===== src/rtl/pooling_gradient_scatter_assert.svh =====
// assertion macros for the pooling gradient scatter rtl
`ifndef POOLING_GRADIENT_SCATTER_ASSERT_SVH
`define POOLING_GRADIENT_SCATTER_ASSERT_SVH

// same-cycle implication, checked out of reset
`define PGS_ASSERT_NOW(label, ante, cons, msg) \
    label: assert property (@(posedge clk) disable iff (!rst_n) (ante) |-> (cons)) \
        else $error(msg);

// next-cycle implication, checked out of reset
`define PGS_ASSERT_NEXT(label, ante, cons, msg) \
    label: assert property (@(posedge clk) disable iff (!rst_n) (ante) |=> (cons)) \
        else $error(msg);

`endif


===== src/rtl/pgs_pkg.sv =====
// package: types and constants of the pooling gradient scatter
package pgs_pkg;

    localparam int unsigned GRAD_W   = 32;
    localparam int unsigned ENTRY_W  = 12;
    localparam int unsigned POS_W    = 6;
    localparam int unsigned CFG_IDX_W = 4;
    localparam int unsigned CFG_DAT_W = 8;
    localparam int unsigned ADD_W    = 34;
    localparam int unsigned RECIP_NUM_W = 17;
    localparam logic [RECIP_NUM_W-1:0] ONE_Q16 = 17'h10000;
    localparam logic [15:0] HALF_Q16 = 16'h8000;

    // register indexes
    localparam logic [CFG_IDX_W-1:0] CFG_POOL_TYPE = 4'd0;
    localparam logic [CFG_IDX_W-1:0] CFG_FILTER_W  = 4'd1;
    localparam logic [CFG_IDX_W-1:0] CFG_FILTER_H  = 4'd2;
    localparam logic [CFG_IDX_W-1:0] CFG_STRIDE_W  = 4'd3;
    localparam logic [CFG_IDX_W-1:0] CFG_STRIDE_H  = 4'd4;
    localparam logic [CFG_IDX_W-1:0] CFG_PAD       = 4'd5;
    localparam logic [CFG_IDX_W-1:0] CFG_IN_WIDTH  = 4'd6;
    localparam logic [CFG_IDX_W-1:0] CFG_IN_HEIGHT = 4'd7;

    // item and pooling codes
    localparam logic MODE_ACC  = 1'b0;
    localparam logic MODE_READ = 1'b1;
    localparam logic POOL_MAX  = 1'b0;
    localparam logic POOL_AVG  = 1'b1;

    typedef enum logic [2:0] {
        ST_CLEAR,
        ST_IDLE,
        ST_BOUNDS,
        ST_AREA,
        ST_DIV,
        ST_MUL,
        ST_ROUND,
        ST_SCAN
    } pgs_state_t;

    // write-back stage of a read-modify-write
    typedef struct packed {
        logic               valid;
        logic               clear;
        logic [ENTRY_W-1:0] entry;
    } pgs_wb_t;

endpackage


===== src/rtl/pgs_div.sv =====
// restoring divider, one quotient bit per cycle, for the window reciprocal
module pgs_div
    import pgs_pkg::*;
#(
    parameter int unsigned DEN_W = 8
)
(
    input  logic                   clk,
    input  logic                   rst_n,
    input  logic                   start,
    input  logic [RECIP_NUM_W-1:0] num,
    input  logic [DEN_W-1:0]       den,
    output logic                   done,
    output logic [RECIP_NUM_W-1:0] quot
);

    localparam int unsigned CNT_W = $clog2(RECIP_NUM_W + 1);

    logic                   busy_reg, busy_next;
    logic                   done_reg, done_next;
    logic [CNT_W-1:0]       cnt_reg, cnt_next;
    logic [DEN_W:0]         rem_reg, rem_next;
    logic [RECIP_NUM_W-1:0] num_reg, num_next;
    logic [RECIP_NUM_W-1:0] quot_reg, quot_next;
    logic [DEN_W-1:0]       den_reg, den_next;
    logic [DEN_W+1:0]       trial;

    // load on start, else one shift-and-subtract step while busy
    always_comb
    begin
        busy_next = busy_reg;
        done_next = 1'b0;
        cnt_next  = cnt_reg;
        rem_next  = rem_reg;
        num_next  = num_reg;
        quot_next = quot_reg;
        den_next  = den_reg;
        trial     = {rem_reg, num_reg[RECIP_NUM_W-1]};
        if (start)
        begin
            busy_next = 1'b1;
            cnt_next  = CNT_W'(RECIP_NUM_W);
            rem_next  = '0;
            num_next  = num;
            quot_next = '0;
            den_next  = den;
        end
        else if (busy_reg)
        begin
            num_next = {num_reg[RECIP_NUM_W-2:0], 1'b0};
            if (trial >= {2'b00, den_reg})
            begin
                rem_next  = (DEN_W+1)'(trial - {2'b00, den_reg});
                quot_next = {quot_reg[RECIP_NUM_W-2:0], 1'b1};
            end
            else
            begin
                rem_next  = trial[DEN_W:0];
                quot_next = {quot_reg[RECIP_NUM_W-2:0], 1'b0};
            end
            cnt_next = cnt_reg - 1'b1;
            if (cnt_reg == CNT_W'(1))
            begin
                busy_next = 1'b0;
                done_next = 1'b1;
            end
        end
    end

    always_ff @(posedge clk or negedge rst_n)
    begin
        if (!rst_n)
        begin
            busy_reg <= 1'b0;
            done_reg <= 1'b0;
            cnt_reg  <= '0;
        end
        else
        begin
            busy_reg <= busy_next;
            done_reg <= done_next;
            cnt_reg  <= cnt_next;
        end
    end

    always_ff @(posedge clk)
    begin
        rem_reg  <= rem_next;
        num_reg  <= num_next;
        quot_reg <= quot_next;
        den_reg  <= den_next;
    end

    assign done = done_reg;
    assign quot = quot_reg;

endmodule


===== config.mk =====
export PLATFORM = sky130hd
export DESIGN_NAME = pgs_div
export DESIGN_NICKNAME = d
export VERILOG_FILES = /design/src/rtl/pooling_gradient_scatter_assert.svh /design/src/rtl/pgs_pkg.sv /design/src/rtl/pgs_div.sv
export SDC_FILE = /design/constraint.sdc
export NUM_CORES = 1
export LEC_CHECK = 0
export BUFFER_PORTS_ARGS = -buffer_cell sky130_fd_sc_hd__buf_2
export CAP_MARGIN = 20
export CORE_ASPECT_RATIO = 1.1
export CORE_UTILIZATION = 45
export CTS_BUF_LIST = sky130_fd_sc_hd__clkbuf_8
export CTS_CLUSTER_DIAMETER = 30
export DETAILED_ROUTE_END_ITERATION = 16
export PLACE_DENSITY = 0.7
export SYNTH_ARGS = -nofsm -noshare
export SYNTH_HDL_FRONTEND = slang
export SYNTH_SLANG_ARGS = --single-unit

===== constraint.sdc =====
create_clock -name clk -period 3.5 [get_ports clk]
set_input_delay 0.7 -clock clk [delete_from_list [all_inputs] [get_ports clk]]
set_output_delay 0.7 -clock clk [all_outputs]
set_load 0.005 [all_outputs]

; Word-level counts from Yosys, hierarchy flattened
; Index checks and enable logic that the tools add are counted.
[word_totals]
register_bits = 58
latchBits = 0
mem_bits_rw = 0
rom_bits = 0
elab_cells = 24
memories = 0
[op_classes]
addsub = 2
mul = 0
n_div = 0
n_lt_le_gt_ge = 1
n_eq_ne = 1
n_shift = 0
n_mux = 12
bitwise = 0
reduce_logical = 1
[ops]
columns = op, count
row1 = $mux W17, 2
row2 = $ge A10 B8 Y1, 1
row3 = $mux W5, 2
row4 = $mux W9, 1
row5 = $sub A9 B8 Y9, 1
row6 = $mux W1, 7
row7 = $eq A5 B1 Y1 const B, 1
row8 = $sub A5 B1 Y5 const B, 1
row9 = $reduce_bool A2 Y1, 1

; Logic depth before layout (Yosys ltp)
[logic_depth]
depth_word = 4
depth_mapped = 11
mapped_depth_nobuf = 10

; Worst setup path before layout
; Ideal clock, no wire load.
[synth_timing]
kind = reg-to-reg
start = register num_reg[16]
end = register rem_reg[0]
setup_ns = 0.079
arrival_ns = 2.468
t_required_ns = 3.421
slack_ns = 0.953
path_stages_with_launch = 12
n_path_buf = 1
synth_period_minus_slack_ns = 2.547
cell_sequence = edfxtp_1 inv_1 ha_1 inv_1 fa_1 a21o_1 a21oi_2 o211ai_2 or3_1 buf_6 mux2_4 a211oi_2
[synth_between]
elab_chain_cells = 2
word_cells_on_any_way = 3
classes_between = add/sub (1) / order compare (1) / mux (1)
[synth_rtl]
columns = element, line_no
row1 = start: declaration, pgs_div.sv:23  ; logic [RECIP_NUM_W-1:0] num_reg, num_next;
row2 = start signal: assignment, pgs_div.sv:89  ; num_reg <= num_next;
row3 = $sub A9 B8 Y9 / $ge A10 B8 Y1 (equally long branches), "pgs_div.sv:53, pgs_div.sv:51"
row4 = $mux W9 *, pgs_div.sv:51  ; if (trial >= {2'b00, den_reg})
row5 = end signal: assignment, pgs_div.sv:88  ; rem_reg <= rem_next;
row6 = end: declaration, pgs_div.sv:22  ; logic [DEN_W:0] rem_reg, rem_next;
; Every way passes the cells marked *; elsewhere a longest branch is shown, timed or not.
; A chain may end at the register's enable or synchronous reset.

; Final worst setup path
; Ends and elaborated chain as after synthesis.

==> qor.yml <==
route:
  top_layer: "met4"
  wire_per_inst_um: 12.9
  vias: 1749
  ant_nets: 0
  wl_met2_um: 2170
  m1WireLength_um: 2030
  first_pass_iters: 5
  avgViaCountPerCell: 5.03
  drc: 0
  drt-initial-drc-count: 50
  routed-wl-met3_um: 188
  wl_um: 4500
timing:
  period_needed_ns: 2.83
  finalSetupTns_ns: 0
  fin_skew_ns: 0.00542
  rsz0062_at_grt: "no"
  timing.final.crit_share_pct: 81.0
  finalHoldViolations: 0
  fmax_mhz: 353
  maxSlewViolCount: 0
  worstMarginPinSlew_ns: 0.623
  relSlewSlack_pct: 58.5
  final-setup-viol-count: 0
logic_synthesis:
  synthArstFlopShare_pct: 12.1
  synth-seq-area-share_pct: 54.9
  synth_edf_count: 25
  synth_cell_type_count: 39
  postSynthAreaPerCell_um2: 12.0
  synth_top_area_share_pct: 28.5
  synth_nets: 259
  synth.most_common_cell: "nor2_1"
  ys_warn_count: 0
  ys_ff_latch: 58
  synthFlopType: "dfxtp_1"
  yosys.area.top_type: "edfxtp_1"
  netlist_area_um2: 2630
  post_synth_most_frequent_cells: "nor2_1 (29), dfxtp_1 (26), edfxtp_1 (25)"
  synthTopCellsByArea: "edfxtp_1 (29%), dfxtp_1 (20%), mux2i_1 (8.7%)"
  postSynthCellCount: 220
clocking:
  clk_latency_ns: 0.33
  numCtsBuffers: 9
  cts_tree: "done"
  post-cts-setup-buffers: 0
  clockBufferDepth: 2
  clock-root-buffer: "clkbuf_8"
  clkTransAtPathRegs_ns: 0.06
  cts_sinks: 58
  h-tree-depth: 3
  cts_resized: 0
  ctsHoldBuffers: 0
worst_setup_path:
  path_delay_family: "compound AO/OA/AOI/OAI gates"
  worstPathCellList: "inv_1 > ha_1 > inv_1 > fa_1 > a21o_1 > a21oi_2 > o211ai_2 > or3_1 > mux2_4 > a211oi_2"
  path_class: "register to register"
  start_kind: "register"
  endpoint_kind: "register"
  crit_required_ns: 3.75
  critPathMaxFanout: 10
  cp_common_cell: "inv_1"
  critical-path-max-stage-delay_ns: 0.58
  arrival_ns: 3.08
  cp_slowest_cell: "or3_1"
  critPathBufInv: 2
  timing.rr.start: "num_reg[16]"
  critPathLaunch: "num_reg[16]"
floorplan:
  initial_core_util_pct: 47.9
  core_area_um2: 5500
  io_pins: 46
  num_rows: 28
  die_w_um: 74.9
  die_y_um: 82.2
  die-area_um2: 6160
cells_and_area:
  fin_area_um2: 3070
  fillers: 513
  area_growth_syn_to_layout_pct: 16.8
  postLayoutCoreUtil_pct: 55.9
  multi_input_area_um2: 1100
  drive_gt1_share_pct: 29.3
  nets: 307
  seq_area_um2: 1450
  stdcell_count: 348
  n_antenna_cell: 0
place:
  place_inst: 332
  gp_congestion: 0.739
  place_area_um2: 2920
  portBuffers: 45
  hpwl_um: 3040
global_route:
  grt_overflow: 0
  grt_usage_pct: 16.8
  antenna_found_initial: 0
  grt_first_pass_wirelength_um: 7530
  grt_pass1_vias: 1693
  grt_max_degree: 55
pwr:
  peakVddDrop_v: 0.000394
  p_leak_uw: 0.00146
  power_density_nw_per_um2: 672
hold_path:
  hp-class: "input port to asynchronous set/reset pin"
run_status:
  status: "finished clean"
run:
  drv_cap: 0
==> cells by family (layout without fill, tap and decap cells) <==
family / count (synthesis) / count (layout) / synth area share [%]
buffers and inverters: 22 / 75 / 3.42
multiplexers: 40 / 40 / 16.2
adder cells (fa/ha/maj): 11 / 11 / 5.51
AND/OR/NAND/NOR: 52 / 52 / 9.22
AO/OA/AOI/OAI: 27 / 27 / 7.41
XOR/XNOR: 10 / 10 / 3.33
flip-flops: 58 / 58 / 54.9
==> cell usage in the layout (no fill, tap or decap), drive strengths merged, types with 2 or more instances in the layout <==
cell	instances
or3	2
dfxtp	26
nor3	2
xnor2	6
buf	47
mux2	17
edfxtp	25
dfrtp	7
ha	10
o21bai	2
inv	14
o21ai	5
nor2	29
a211oi	7
nand4	2
a21o	4
xor2	4
clkbuf	9
nand2	6
nand2b	3
and3	2
clkinv	5
o21a	2
a21oi	4
mux2i	23
==> stage by stage <==
| step | setup slack, ns | total power (uW) | hold slack [ns] |
|---|---|---|---|
| final | 0.666 | 2060 | 0.195 |
| after global routing | 0.523 | 2210 | 0.193 |
| after CTS | 0.661 | 2090 | 0.187 |
| after detailed placement | 0.692 | 1600 | 0.483 |
| after global placement | 0.759 | 1580 | 0.476 |
| after floorplan | 0.953 | 1470 | 0.404 |
==> layer usage <==
layer / global-route usage [%] / up-vias
met5: 0 / -
met1: 21.7 / 831
met2: 24.3 / 32
li1: - / 874
met3: 4.61 / 12
met4: 11.7 / 0
==> final cells by class <==
class	count	share of cell area (%)
clock buffers	9	4.03
clock inverters	7	0.936
inverters	12	1.47
multi-input cells	140	35.7
flip-flops and latches	58	47.0
well taps	75	3.05
repair buffers	47	7.81
==> where the power goes <==
| part | leakage (uW) | total, uW | internal (uW) | switching [uW] |
|---|---|---|---|---|
| registers | 0.000554 | 930 | 848 | 81.4 |
| clock network | 0.0000879 | 477 | 241 | 236 |
| logic | 0.000821 | 657 | 326 | 332 |
==> path summary, 6_finish.rpt <==
kind / end / slack, ns / cells past startpoint
min: cnt_reg[2] / 0.19 / 1
max: rem_reg[0] / 0.67 / 10
min reg2reg: quot[16] / 0.49 / 2
max reg2reg: rem_reg[0] / 0.67 / 10
min in group clk: quot[16] / 0.49 / 2
max in group asynchronous: done / 3.15 / 1
No activity file was read; power rests on OpenSTA's default activity.
